--- src/hw/rtl/swk_pkg.sv ---
package swk_pkg;

    localparam int MODULE_COUNT = 4;
    localparam int MOD_W        = $clog2(MODULE_COUNT);
    localparam int CORDIC_STEPS = 16;
    localparam int STEP_W       = $clog2(CORDIC_STEPS);
    localparam int ATAN_LEN     = 24;
    localparam int ATAN_IDX_W   = 5;

    // CORDIC datapath: wheel vector is Q.20, up to ~2^31.1, gain ~1.65
    localparam int CW           = 36;
    localparam int ACC_W        = 32;

    // shared multiplier operand widths
    localparam int MA_W         = 18;
    localparam int MB_W         = 30;
    localparam int MP_W         = MA_W + MB_W;

    localparam logic [MB_W-1:0] INV_GAIN_Q30 = 30'd652032874;

    localparam int CFG_IDX_W    = 3;
    localparam int CFG_DATA_W   = 17;

    typedef logic [CFG_IDX_W-1:0]  t_cfg_idx;
    typedef logic [CFG_DATA_W-1:0] t_cfg_data;

    localparam t_cfg_idx REG_HALF_WHEELBASE = 3'd0;
    localparam t_cfg_idx REG_HALF_TRACK     = 3'd1;
    localparam t_cfg_idx REG_INV_RADIUS     = 3'd2;
    localparam t_cfg_idx REG_STEER_MASK     = 3'd3;
    localparam t_cfg_idx REG_DRIVE_MASK     = 3'd4;
    localparam t_cfg_idx REG_STEER_LIMIT    = 3'd5;

    typedef struct packed {
        logic load;
        logic step;
    } t_cordic_ctl;

    // atan(2^-i) in units of 2^-32 turn
    function automatic logic [ACC_W-1:0] atan_turns(input logic [ATAN_IDX_W-1:0] idx);
        logic [ACC_W-1:0] v;
        case (idx)
            5'd0:    v = 32'd536870912;
            5'd1:    v = 32'd316933406;
            5'd2:    v = 32'd167458907;
            5'd3:    v = 32'd85004756;
            5'd4:    v = 32'd42667331;
            5'd5:    v = 32'd21354465;
            5'd6:    v = 32'd10679838;
            5'd7:    v = 32'd5340245;
            5'd8:    v = 32'd2670163;
            5'd9:    v = 32'd1335087;
            5'd10:   v = 32'd667544;
            5'd11:   v = 32'd333772;
            5'd12:   v = 32'd166886;
            5'd13:   v = 32'd83443;
            5'd14:   v = 32'd41722;
            5'd15:   v = 32'd20861;
            5'd16:   v = 32'd10430;
            5'd17:   v = 32'd5215;
            5'd18:   v = 32'd2608;
            5'd19:   v = 32'd1304;
            5'd20:   v = 32'd652;
            5'd21:   v = 32'd326;
            5'd22:   v = 32'd163;
            5'd23:   v = 32'd81;
            default: v = '0;
        endcase
        return v;
    endfunction

endpackage

--- src/hw/rtl/swk_if.sv ---
interface swk_in_if import swk_pkg::*; ();
    logic               valid;
    logic               ready;
    logic signed [15:0] vel_x;
    logic signed [15:0] vel_y;
    logic signed [15:0] yaw_rate;

    modport source(output valid, output vel_x, output vel_y, output yaw_rate, input ready);
    modport sink(input valid, input vel_x, input vel_y, input yaw_rate, output ready);
endinterface

interface swk_out_if import swk_pkg::*; ();
    logic               valid;
    logic               ready;
    logic [MOD_W-1:0]   module_res;
    logic signed [31:0] drive_rate;
    logic               drive_valid;
    logic               drive_held;
    logic signed [15:0] wheel_heading;
    logic               steer_valid;
    logic               last_of_run;

    modport source(output valid, output module_res, output drive_rate, output drive_valid,
                   output drive_held, output wheel_heading, output steer_valid,
                   output last_of_run, input ready);
    modport sink(input valid, input module_res, input drive_rate, input drive_valid,
                 input drive_held, input wheel_heading, input steer_valid,
                 input last_of_run, output ready);
endinterface

interface swk_cfg_if import swk_pkg::*; ();
    logic      valid;
    logic      ready;
    t_cfg_idx  index;
    t_cfg_data data;

    modport source(output valid, output index, output data, input ready);
    modport sink(input valid, input index, input data, output ready);
endinterface

--- src/hw/rtl/swerve_wheel_kinematics.sv ---
// Swerve drive inverse kinematics, four wheel modules.
// i_cmd: one beat per body velocity command (vel_x, vel_y, yaw_rate).
// o_res: four beats per command (modules 0..3), or eight when a steer jump
//   reaches steer_change_limit: four steer beats with drive held at zero,
//   then four drive beats. last_of_run marks the final beat of a command.
// i_cfg: register writes (index, data), always ready; write only while idle.
// One command at a time: i_cmd.ready is high only in the idle state.
// Sequence: yaw products (S_MULA, S_MULB, S_WB), then per module: load, 16
//   CORDIC steps, angle fixup, multiplier states S_M1..S_M5, saturate;
//   then S_EMIT loads the result beats into the output register,
//   one beat per cycle while the receiver takes them.
// The shared CORDIC unit and the single 18x30 multiplier serve each module in turn.
// A stalled receiver holds the output register; the block keeps the beat and
//   waits, and accepts the next command once the last beat is loaded.
// Reset (synchronous, active low) restores register defaults and clears the
//   stored steer angles to zero.
module swerve_wheel_kinematics import swk_pkg::*; (
    input  logic      i_clk,
    input  logic      i_rst_n,
    swk_in_if.sink    i_cmd,
    swk_out_if.source o_res,
    swk_cfg_if.sink   i_cfg
);

    typedef enum logic [13:0] {
        S_IDLE  = 14'b00000000000001,
        S_MULA  = 14'b00000000000010,
        S_MULB  = 14'b00000000000100,
        S_WB    = 14'b00000000001000,
        S_LOAD  = 14'b00000000010000,
        S_ROT   = 14'b00000000100000,
        S_ANGLE = 14'b00000001000000,
        S_M1    = 14'b00000010000000,
        S_M2    = 14'b00000100000000,
        S_M3    = 14'b00001000000000,
        S_M4    = 14'b00010000000000,
        S_M5    = 14'b00100000000000,
        S_SAT   = 14'b01000000000000,
        S_EMIT  = 14'b10000000000000
    } t_state;

    localparam int WW   = 34;  // yaw product width
    localparam int AW   = 18;  // angle fixup width
    localparam int RACC = 65;  // multiply accumulator

    t_state r_state;

    // configuration
    logic [15:0]                r_hw, r_ht, r_iwr;
    logic [MODULE_COUNT-1:0]    r_smask, r_dmask;
    logic [16:0]                r_limit;

    // command and per-module state
    logic signed [15:0]         r_vx, r_vy, r_wz;
    logic signed [WW-1:0]       r_wa, r_wb;
    logic [MOD_W-1:0]           r_mod;
    logic                       r_zero;
    logic [RACC-1:0]            r_acc;
    logic [MODULE_COUNT-1:0]    r_neg;
    logic signed [31:0]         r_drive [MODULE_COUNT];
    logic [15:0]                r_prev  [MODULE_COUNT];
    logic                       r_sf;
    logic [MOD_W:0]             r_beat;

    // output register
    logic                       r_out_valid;
    logic [MOD_W-1:0]           r_out_mod;
    logic signed [31:0]         r_out_drive;
    logic                       r_out_dvalid, r_out_held, r_out_svalid, r_out_last;
    logic signed [15:0]         r_out_steer;

    // shared units
    logic [MA_W-1:0]            mul_a;
    logic [MB_W-1:0]            mul_b;
    logic [MP_W-1:0]            mul_p;
    t_cordic_ctl                cor_ctl;
    logic signed [CW-1:0]       cor_x, cor_y, cor_xo;
    logic [ACC_W-1:0]           cor_acc;
    logic                       cor_done;

    swk_mul u_mul (
        .i_clk (i_clk),
        .i_a   (mul_a),
        .i_b   (mul_b),
        .o_p   (mul_p)
    );

    swk_cordic u_cordic (
        .i_clk   (i_clk),
        .i_rst_n (i_rst_n),
        .i_ctl   (cor_ctl),
        .i_x     (cor_x),
        .i_y     (cor_y),
        .o_x     (cor_xo),
        .o_acc   (cor_acc),
        .o_done  (cor_done)
    );

    // |yaw_rate|, at most 32768
    logic [16:0]          wz_ext, wz_abs;
    logic                 cmd_take, out_take, last_beat;
    logic signed [CW-1:0] vx_s, vy_s, wa_s, wb_s;
    logic [33:0]          x_mag;
    logic [ACC_W-1:0]     ang_sum;
    logic signed [AW-1:0] a0, a1, a2, diff, diff_abs;
    logic                 flip;
    logic signed [WW-1:0] yaw_prod;
    logic [31:0]          sat_mag;

    always_comb begin
        wz_ext = {r_wz[15], r_wz};
        wz_abs = r_wz[15] ? 17'(-wz_ext) : wz_ext;
    end

    // wheel vector for the current module, Q.20
    always_comb begin
        vx_s  = CW'({{(CW-16){r_vx[15]}}, r_vx}) <<< 12;
        vy_s  = CW'({{(CW-16){r_vy[15]}}, r_vy}) <<< 12;
        wa_s  = {{(CW-WW){r_wa[WW-1]}}, r_wa};
        wb_s  = {{(CW-WW){r_wb[WW-1]}}, r_wb};
        // FL (+hw,+ht) FR (+hw,-ht) RL (-hw,+ht) RR (-hw,-ht)
        cor_x = r_mod[0] ? (vx_s + wb_s) : (vx_s - wb_s);
        cor_y = r_mod[1] ? (vy_s - wa_s) : (vy_s + wa_s);
    end

    assign cor_ctl.load = (r_state == S_LOAD);
    assign cor_ctl.step = (r_state == S_ROT);

    // final CORDIC x is non-negative; zero vector forces speed zero
    assign x_mag = r_zero ? '0 : cor_xo[33:0];

    // multiplier operand select
    always_comb begin
        mul_a = '0;
        mul_b = '0;
        case (r_state)
            S_MULA: begin
                mul_a = MA_W'(wz_abs);
                mul_b = MB_W'(r_hw);
            end
            S_MULB: begin
                mul_a = MA_W'(wz_abs);
                mul_b = MB_W'(r_ht);
            end
            S_ANGLE: begin
                mul_a = x_mag[17:0];
                mul_b = INV_GAIN_Q30;
            end
            S_M1: begin
                mul_a = MA_W'(x_mag[33:18]);
                mul_b = INV_GAIN_Q30;
            end
            S_M3: begin
                mul_a = r_acc[47:30];
                mul_b = MB_W'(r_iwr);
            end
            S_M4: begin
                mul_a = MA_W'(r_acc[62:48]);
                mul_b = MB_W'(r_iwr);
            end
            default: begin
                mul_a = '0;
                mul_b = '0;
            end
        endcase
    end

    // signed yaw product from the unsigned one
    assign yaw_prod = r_wz[15] ? -WW'(mul_p[WW-1:0]) : WW'(mul_p[WW-1:0]);

    // angle fixup: round to 16 bits, steer sign, half-turn flip
    always_comb begin
        ang_sum = cor_acc + 32'h8000;
        a0      = r_zero ? '0 : AW'(signed'(ang_sum[31:16]));
        a1      = r_smask[r_mod] ? -a0 : a0;
        a2      = a1;
        flip    = 1'b0;
        if (a1 > AW'(16384) || a1 < -AW'(16384)) begin
            a2   = a1 - AW'(32768);
            if (a2 > AW'(32768)) begin
                a2 = a2 - AW'(65536);
            end
            if (a2 < -AW'(32768)) begin
                a2 = a2 + AW'(65536);
            end
            flip = 1'b1;
        end else if (a1 == -AW'(16384) && r_vx == 0 && r_wz == 0) begin
            // pure lateral command at minus a quarter turn
            a2   = AW'(16384);
            flip = 1'b1;
        end
        diff     = a2 - AW'(signed'(r_prev[r_mod]));
        diff_abs = diff[AW-1] ? -diff : diff;
    end

    // Q16.16 magnitude saturates at 2^31-1
    assign sat_mag = (|r_acc[RACC-1:43]) ? 32'h7FFF_FFFF : r_acc[43:12];

    assign cmd_take  = i_cmd.valid && i_cmd.ready;
    assign out_take  = !r_out_valid || o_res.ready;
    assign last_beat = r_sf ? (r_beat == (MOD_W+1)'(2*MODULE_COUNT-1))
                            : (r_beat == (MOD_W+1)'(MODULE_COUNT-1));

    assign i_cmd.ready = (r_state == S_IDLE);
    assign i_cfg.ready = 1'b1;

    always_ff @(posedge i_clk) begin
        if (!i_rst_n) begin
            r_state     <= S_IDLE;
            r_hw        <= 16'd11571;
            r_ht        <= 16'd4813;
            r_iwr       <= 16'd2510;
            r_smask     <= 4'd15;
            r_dmask     <= 4'd5;
            r_limit     <= 17'd65536;
            r_out_valid <= 1'b0;
            r_mod       <= '0;
            r_beat      <= '0;
            r_sf        <= 1'b0;
            for (int i = 0; i < MODULE_COUNT; i++) begin
                r_prev[i] <= '0;
            end
        end else begin
            if (i_cfg.valid && i_cfg.ready) begin
                case (i_cfg.index)
                    REG_HALF_WHEELBASE: r_hw    <= i_cfg.data[15:0];
                    REG_HALF_TRACK:     r_ht    <= i_cfg.data[15:0];
                    REG_INV_RADIUS:     r_iwr   <= i_cfg.data[15:0];
                    REG_STEER_MASK:     r_smask <= i_cfg.data[MODULE_COUNT-1:0];
                    REG_DRIVE_MASK:     r_dmask <= i_cfg.data[MODULE_COUNT-1:0];
                    REG_STEER_LIMIT:    r_limit <= i_cfg.data;
                    default: ;
                endcase
            end

            // S_EMIT reloads the output register itself
            if (o_res.ready && r_state != S_EMIT) begin
                r_out_valid <= 1'b0;
            end

            case (r_state)
                S_IDLE: begin
                    if (cmd_take) begin
                        r_vx    <= i_cmd.vel_x;
                        r_vy    <= i_cmd.vel_y;
                        r_wz    <= i_cmd.yaw_rate;
                        r_mod   <= '0;
                        r_sf    <= 1'b0;
                        r_state <= S_MULA;
                    end
                end
                S_MULA: r_state <= S_MULB;
                S_MULB: begin
                    r_wa    <= yaw_prod;
                    r_state <= S_WB;
                end
                S_WB: begin
                    r_wb    <= yaw_prod;
                    r_state <= S_LOAD;
                end
                S_LOAD: begin
                    r_zero  <= (cor_x == 0) && (cor_y == 0);
                    r_state <= S_ROT;
                end
                S_ROT: begin
                    if (cor_done) begin
                        r_state <= S_ANGLE;
                    end
                end
                S_ANGLE: begin
                    r_prev[r_mod] <= a2[15:0];
                    r_neg[r_mod]  <= flip;
                    if (diff_abs >= signed'({1'b0, r_limit})) begin
                        r_sf <= 1'b1;
                    end
                    r_state <= S_M1;
                end
                S_M1: begin
                    r_acc   <= RACC'(mul_p);
                    r_state <= S_M2;
                end
                S_M2: begin
                    r_acc   <= r_acc + (RACC'(mul_p) << 18) + (RACC'(1) << 29);
                    r_state <= S_M3;
                end
                S_M3: r_state <= S_M4;
                S_M4: begin
                    r_acc   <= RACC'(mul_p);
                    r_state <= S_M5;
                end
                S_M5: begin
                    r_acc   <= r_acc + (RACC'(mul_p) << 18) + RACC'(2048);
                    r_state <= S_SAT;
                end
                S_SAT: begin
                    r_drive[r_mod] <= (r_neg[r_mod] ^ r_dmask[r_mod])
                                      ? -signed'(sat_mag) : signed'(sat_mag);
                    if (r_mod == MOD_W'(MODULE_COUNT-1)) begin
                        r_beat  <= '0;
                        r_state <= S_EMIT;
                    end else begin
                        r_mod   <= r_mod + 1'b1;
                        r_state <= S_LOAD;
                    end
                end
                S_EMIT: begin
                    if (out_take) begin
                        r_out_valid <= 1'b1;
                        r_out_mod   <= r_beat[MOD_W-1:0];
                        r_out_last  <= last_beat;
                        r_out_dvalid <= 1'b1;
                        if (r_sf && !r_beat[MOD_W]) begin
                            // steer-first beat, drive held
                            r_out_drive  <= '0;
                            r_out_held   <= 1'b1;
                            r_out_steer  <= r_prev[r_beat[MOD_W-1:0]];
                            r_out_svalid <= 1'b1;
                        end else if (r_sf) begin
                            r_out_drive  <= r_drive[r_beat[MOD_W-1:0]];
                            r_out_held   <= 1'b0;
                            r_out_steer  <= '0;
                            r_out_svalid <= 1'b0;
                        end else begin
                            r_out_drive  <= r_drive[r_beat[MOD_W-1:0]];
                            r_out_held   <= 1'b0;
                            r_out_steer  <= r_prev[r_beat[MOD_W-1:0]];
                            r_out_svalid <= 1'b1;
                        end
                        if (last_beat) begin
                            r_state <= S_IDLE;
                        end else begin
                            r_beat <= r_beat + 1'b1;
                        end
                    end
                end
                default: r_state <= S_IDLE;
            endcase
        end
    end

    assign o_res.valid         = r_out_valid;
    assign o_res.module_res    = r_out_mod;
    assign o_res.drive_rate    = r_out_drive;
    assign o_res.drive_valid   = r_out_dvalid;
    assign o_res.drive_held    = r_out_held;
    assign o_res.wheel_heading = r_out_steer;
    assign o_res.steer_valid   = r_out_svalid;
    assign o_res.last_of_run   = r_out_last;

`ifndef SYNTHESIS
    a_cmd_busy: assert property (@(posedge i_clk) disable iff (!i_rst_n)
        cmd_take |=> !i_cmd.ready)
        else $error("command accepted while busy");
    a_last_mod: assert property (@(posedge i_clk) disable iff (!i_rst_n)
        (o_res.valid && o_res.last_of_run) |-> (o_res.module_res == MOD_W'(MODULE_COUNT-1)))
        else $error("last beat not on final module");
    a_held: assert property (@(posedge i_clk) disable iff (!i_rst_n)
        (o_res.valid && o_res.drive_held) |-> (o_res.steer_valid && o_res.drive_rate == 0))
        else $error("held beat carries drive");
    a_steer_range: assert property (@(posedge i_clk) disable iff (!i_rst_n)
        (o_res.valid && o_res.steer_valid) |->
            (o_res.wheel_heading <= 16'sd16384 && o_res.wheel_heading >= -16'sd16384))
        else $error("steer angle beyond a quarter turn");
`endif

endmodule

--- src/hw/rtl/swk_mul.sv ---
module swk_mul import swk_pkg::*; (
    input  logic            i_clk,
    input  logic [MA_W-1:0] i_a,
    input  logic [MB_W-1:0] i_b,
    output logic [MP_W-1:0] o_p
);

    logic [MP_W-1:0] r_p;

    always_ff @(posedge i_clk) begin
        r_p <= MP_W'(i_a) * MP_W'(i_b);
    end

    assign o_p = r_p;

endmodule

--- src/hw/rtl/swk_cordic.sv ---
module swk_cordic import swk_pkg::*; (
    input  logic                 i_clk,
    input  logic                 i_rst_n,
    input  t_cordic_ctl          i_ctl,
    input  logic signed [CW-1:0] i_x,
    input  logic signed [CW-1:0] i_y,
    output logic signed [CW-1:0] o_x,
    output logic [ACC_W-1:0]     o_acc,
    output logic                 o_done
);

    logic signed [CW-1:0] r_x, n_x;
    logic signed [CW-1:0] r_y, n_y;
    logic [ACC_W-1:0]     r_acc, n_acc;
    logic [STEP_W-1:0]    r_cnt, n_cnt;
    logic signed [CW-1:0] dx, dy;
    logic [ACC_W-1:0]     tab;

    always_comb begin
        dx    = r_y >>> r_cnt;
        dy    = r_x >>> r_cnt;
        tab   = atan_turns(ATAN_IDX_W'(r_cnt));
        n_x   = r_x;
        n_y   = r_y;
        n_acc = r_acc;
        n_cnt = r_cnt;
        if (i_ctl.load) begin
            n_cnt = '0;
            if (i_x < 0) begin
                n_x   = -i_x;
                n_y   = -i_y;
                n_acc = {1'b1, {(ACC_W-1){1'b0}}};
            end else begin
                n_x   = i_x;
                n_y   = i_y;
                n_acc = '0;
            end
        end else if (i_ctl.step) begin
            n_cnt = r_cnt + 1'b1;
            if (r_y > 0) begin
                n_x   = r_x + dx;
                n_y   = r_y - dy;
                n_acc = r_acc + tab;
            end else begin
                n_x   = r_x - dx;
                n_y   = r_y + dy;
                n_acc = r_acc - tab;
            end
        end
    end

    always_ff @(posedge i_clk) begin
        if (!i_rst_n) begin
            r_cnt <= '0;
        end else begin
            r_cnt <= n_cnt;
        end
        r_x   <= n_x;
        r_y   <= n_y;
        r_acc <= n_acc;
    end

    assign o_x    = r_x;
    assign o_acc  = r_acc;
    assign o_done = (r_cnt == STEP_W'(CORDIC_STEPS - 1));

endmodule
--- src/flat_wrapper.sv ---
// flat-port wrapper written by rule: the top's interface ports become plain ports
module swerve_wheel_kinematics_flat import swk_pkg::*;
  (i_clk, i_rst_n, i_cmd_valid, i_cmd_vel_x, i_cmd_vel_y, i_cmd_yaw_rate, i_cmd_ready, o_res_valid, o_res_module_res, o_res_drive_rate, o_res_drive_valid, o_res_drive_held, o_res_wheel_heading, o_res_steer_valid, o_res_last_of_run, o_res_ready, i_cfg_valid, i_cfg_index, i_cfg_data, i_cfg_ready);
  swk_in_if i_cmd_i ();
  swk_out_if o_res_i ();
  swk_cfg_if i_cfg_i ();
  input  logic i_clk;
  input  logic i_rst_n;
  input wire logic [$bits(i_cmd_i.valid)-1:0] i_cmd_valid;
  input wire logic [$bits(i_cmd_i.vel_x)-1:0] i_cmd_vel_x;
  input wire logic [$bits(i_cmd_i.vel_y)-1:0] i_cmd_vel_y;
  input wire logic [$bits(i_cmd_i.yaw_rate)-1:0] i_cmd_yaw_rate;
  output wire logic [$bits(i_cmd_i.ready)-1:0] i_cmd_ready;
  output wire logic [$bits(o_res_i.valid)-1:0] o_res_valid;
  output wire logic [$bits(o_res_i.module_res)-1:0] o_res_module_res;
  output wire logic [$bits(o_res_i.drive_rate)-1:0] o_res_drive_rate;
  output wire logic [$bits(o_res_i.drive_valid)-1:0] o_res_drive_valid;
  output wire logic [$bits(o_res_i.drive_held)-1:0] o_res_drive_held;
  output wire logic [$bits(o_res_i.wheel_heading)-1:0] o_res_wheel_heading;
  output wire logic [$bits(o_res_i.steer_valid)-1:0] o_res_steer_valid;
  output wire logic [$bits(o_res_i.last_of_run)-1:0] o_res_last_of_run;
  input wire logic [$bits(o_res_i.ready)-1:0] o_res_ready;
  input wire logic [$bits(i_cfg_i.valid)-1:0] i_cfg_valid;
  input wire logic [$bits(i_cfg_i.index)-1:0] i_cfg_index;
  input wire logic [$bits(i_cfg_i.data)-1:0] i_cfg_data;
  output wire logic [$bits(i_cfg_i.ready)-1:0] i_cfg_ready;
  assign i_cmd_i.valid = i_cmd_valid;
  assign i_cmd_i.vel_x = i_cmd_vel_x;
  assign i_cmd_i.vel_y = i_cmd_vel_y;
  assign i_cmd_i.yaw_rate = i_cmd_yaw_rate;
  assign i_cmd_ready = i_cmd_i.ready;
  assign o_res_valid = o_res_i.valid;
  assign o_res_module_res = o_res_i.module_res;
  assign o_res_drive_rate = o_res_i.drive_rate;
  assign o_res_drive_valid = o_res_i.drive_valid;
  assign o_res_drive_held = o_res_i.drive_held;
  assign o_res_wheel_heading = o_res_i.wheel_heading;
  assign o_res_steer_valid = o_res_i.steer_valid;
  assign o_res_last_of_run = o_res_i.last_of_run;
  assign o_res_i.ready = o_res_ready;
  assign i_cfg_i.valid = i_cfg_valid;
  assign i_cfg_i.index = i_cfg_index;
  assign i_cfg_i.data = i_cfg_data;
  assign i_cfg_ready = i_cfg_i.ready;
  swerve_wheel_kinematics u_core (.i_clk(i_clk), .i_rst_n(i_rst_n), .i_cmd(i_cmd_i), .o_res(o_res_i), .i_cfg(i_cfg_i));
endmodule
--- config.mk ---
export PLATFORM = sky130hd
export DESIGN_NAME = swerve_wheel_kinematics_flat
export DESIGN_NICKNAME = d
export VERILOG_FILES = /design/src/hw/rtl/swk_pkg.sv /design/src/hw/rtl/swk_if.sv /design/src/hw/rtl/swerve_wheel_kinematics.sv /design/src/hw/rtl/swk_mul.sv /design/src/hw/rtl/swk_cordic.sv /design/src/flat_wrapper.sv
export SDC_FILE = /design/constraint.sdc
export NUM_CORES = 2
export LEC_CHECK = 0
export BUFFER_PORTS_ARGS = -buffer_cell sky130_fd_sc_hd__buf_2
export CORE_ASPECT_RATIO = 1.1
export CORE_MARGIN = 8
export CORE_UTILIZATION = 55
export CTS_CLUSTER_DIAMETER = 30
export DETAILED_ROUTE_END_ITERATION = 8
export PLACE_DENSITY = 0.71
export SYNTH_ARGS = -nofsm -noshare
export SYNTH_HDL_FRONTEND = slang
export SYNTH_SLANG_ARGS = --single-unit
--- constraint.sdc ---
create_clock -name i_clk -period 12.5 [get_ports i_clk]
set_input_delay 1.25 -clock i_clk [delete_from_list [all_inputs] [get_ports i_clk]]
set_output_delay 1.25 -clock i_clk [all_outputs]
set_load 0.01 [all_outputs]
==> results.txt <==
Vias: 55050
Area of the core: 119100 µm²
Worst slew pin tran: 1.225 ns
Fin crit share: 0.8519
Worst setup EP type: register
Buffers on Ports: 127
Max-slew headroom: 0.1731
Initial antenna violation count: 4
Clk_lat worst skew: 0.80 ns
Final Hold Fails: 0
Final Util: 0.6152
DRC: 0
Htree depth: 4
Crit Path Class: reg -> reg
Critical path launch point type: register
Nets@finish: 7987
RSZ-0062 raised after global routing: no
Drt total wl: 212.6 mm
Initial DRC Count: 5477
Largest stage delay on the critical path: 0.58 ns
CP Max Fanout: 19
Synth-to-Final Area Change: 11.19%
CP bufs+invs: 7
CP top delay family: simple AND/OR/NAND/NOR gates
Total grt overflow: 0
Register area share after synthesis: 0.2934
Critical Path AT: 11.30 ns
Top post-synthesis cells by area: edfxtp_1, fa_1, ha_1
Synthesized area: 65920 µm²
Final slew viol count: 0
Hold Path Class: reg -> reg
Post-synth cell types: 126
Die boundary height: 379.1 µm
Die area: 131200 µm²
Critical path's slowest cell: nand2_1
Leading area contributor after synthesis: edfxtp_1
PD cells: 108.8 nW/µm²
Main flop type after synthesis: edfxtp_1
Critical Path Stages: 36
Total of max-cap violations: 0
TNS Setup: 0 ns
Fin crit period: 10.65 ns
Ant. Diodes: 0
Synthesized area per cell: 9.353 µm²
Global-route usage over all layers: 0.3159
Fill count: 10010
Leak Pwr: 0.03078 µW
Ys Warns: 0
EDFF count, synth: 524
CTS max path bufs: 3
Cts repair resizes: 0
Share of the synthesized area in the top cell type: 0.2387
Die width: 346.1 µm
Synth cell count leaders: nand2_1, inv_1, nor2_1
VDD IR max: 0.1397 mV
Hold path depth: 2
Initial cell density of the core: 0.5533
Fmax: 0.09391 GHz
Status: finished, final reports clean
CP Data Required Time: 13.15 ns
Root buffer cell: clkbuf_16
Clock Skews: 0.04841 ns
Routability cong.: 1.023
Pin count of the biggest net entering global routing: 96
First-pass GRT wire length: 322.2 mm
Count leader, synth: nand2_1
CTS tree: done
Layout cells sized above 1: 0.1077
Post-route ant nets: 0
Hold-fix buffers, CTS: 0
IO Count: 130
Pre-CTS setup slack: 2.219 ns
DRT Pass-1 Iters: 7
Hpwl dp: 163.4 mm
CTS clock-pin slew for the worst setup and hold paths: 0.05 ns
Post-synthesis register bit count: 704
Post-Syn Instances: 7048
Async S/R FF share, synth: 0
Post-CTS Setup Repair Bufs: 0
Final setup fails: 0
Worst reg-to-reg path cell count: 36
Clock Sinks: 704
Final worst slack: 1.852 ns
WL per Instance: 24.19 µm
Routed vias/inst: 6.265
Row cnt: 133
Number of global-route vias before repair: 54240
CTS Buf Count: 157
-- per-layer routing --
metal | share of wire | global-route usage | wire (µm)
met1 | 0.39 | 0.3886 | 82200
met2 | 0.47 | 0.5201 | 99340
met3 | 0.079 | 0.05932 | 16820
met4 | 0.067 | 0.1874 | 14180
met5 | 0.00013 | 0 | 27
-- flip-flops by register name, summed over array words and instances (netlist names), 17 cells and up, named ones only --
name	flops
u_core.r_wb	34
u_core.r_prev	64
u_core.r_limit	17
u_core.r_acc	54
u_core.o_res.drive_rate	32
u_core.u_cordic.o_acc	32
u_core.r_wa	34
u_core.u_cordic.tab	30
u_core.r_drive	128
u_core.u_cordic.o_x	36
u_core.u_mul.o_p	48
u_core.u_cordic.r_y	36
-- stage by stage --
stage                     cells  hold WS (ns)  cell area [µm²]  power, µW
after global routing       8786        0.4843            73300       8240
after detailed placement   8491        0.4596            67850       3817
after floorplan            7049        0.4323            65920       3512
final                      8786        0.4640            73300       7972
after CTS                  8786        0.4664            73300       7990
after global placement     8491        0.4521            67850       3796
-- tightest hold or removal path, delay by kind of cell (launching register included) --
family	cells	cell delay, ns
flip-flops	1	0.30
AO/OA/AOI/OAI	1	0.06
AND/OR/NAND/NOR	1	0.05
-- kinds of logic (layout without fill, tap and decap cells) --
group / Yosys count / count (layout) / share of synthesized area
and+or+nand+nor: 2271 / 2271 / 0.1649
AOI/OAI and AO/OA: 1518 / 1518 / 0.1506
buffers and inverters: 949 / 1134 / 0.05575
adders and majority gates: 816 / 816 / 0.1966
DFF: 704 / 704 / 0.2934
xor gates and xnor gates: 512 / 512 / 0.06860
muxes: 277 / 277 / 0.07015
other: 1 / 2 / 0.00005689
-- final timing paths --
path                           start  slack (ns)              endpoint
setup reg to reg   u_core.r_state[0]        1.85  u_core.u_mul.o_p[46]
setup / recovery   u_core.r_state[0]        1.85  u_core.u_mul.o_p[46]
hold / removal    u_core.r_limit[15]        0.46    u_core.r_limit[15]
hold reg to reg   u_core.r_limit[15]        0.46    u_core.r_limit[15]
-- power by group --
part / internal, µW / leakage (µW) / total [µW] / switching [µW]
Combinational: 459 / 0.0219 / 1150 / 691
Sequential: 2590 / 0.00622 / 2660 / 64.5
Clock: 2700 / 0.00264 / 4170 / 1470
-- layout by cell type (no fill, tap or decap), drive strengths merged, types with 151 or more instances in the layout --
cell type / instances
xor2: 203
fa: 366
buf: 199
xnor2: 308
nand2: 724
o21ai: 374
edfxtp: 524
nor2: 620
inv: 665
clkbuf: 186
a21oi: 378
dfxtp: 180
nand3: 151
ha: 450
-- final cells by class --
| type | count | area (µm²) | area share |
|---|---|---|---|
| Clock buffer | 186 | 4214 | 0.05749 |
| Clock inverter | 109 | 1230 | 0.01678 |
| Inverter | 640 | 2402 | 0.03278 |
| Multi-Input combinational cell | 5396 | 42970 | 0.5863 |
| Sequential cell | 704 | 19350 | 0.2641 |
| Tap cell | 1552 | 1942 | 0.02649 |
| Timing Repair Buffer | 199 | 1179 | 0.01608 |
Power figures use the tool's default switching activity.
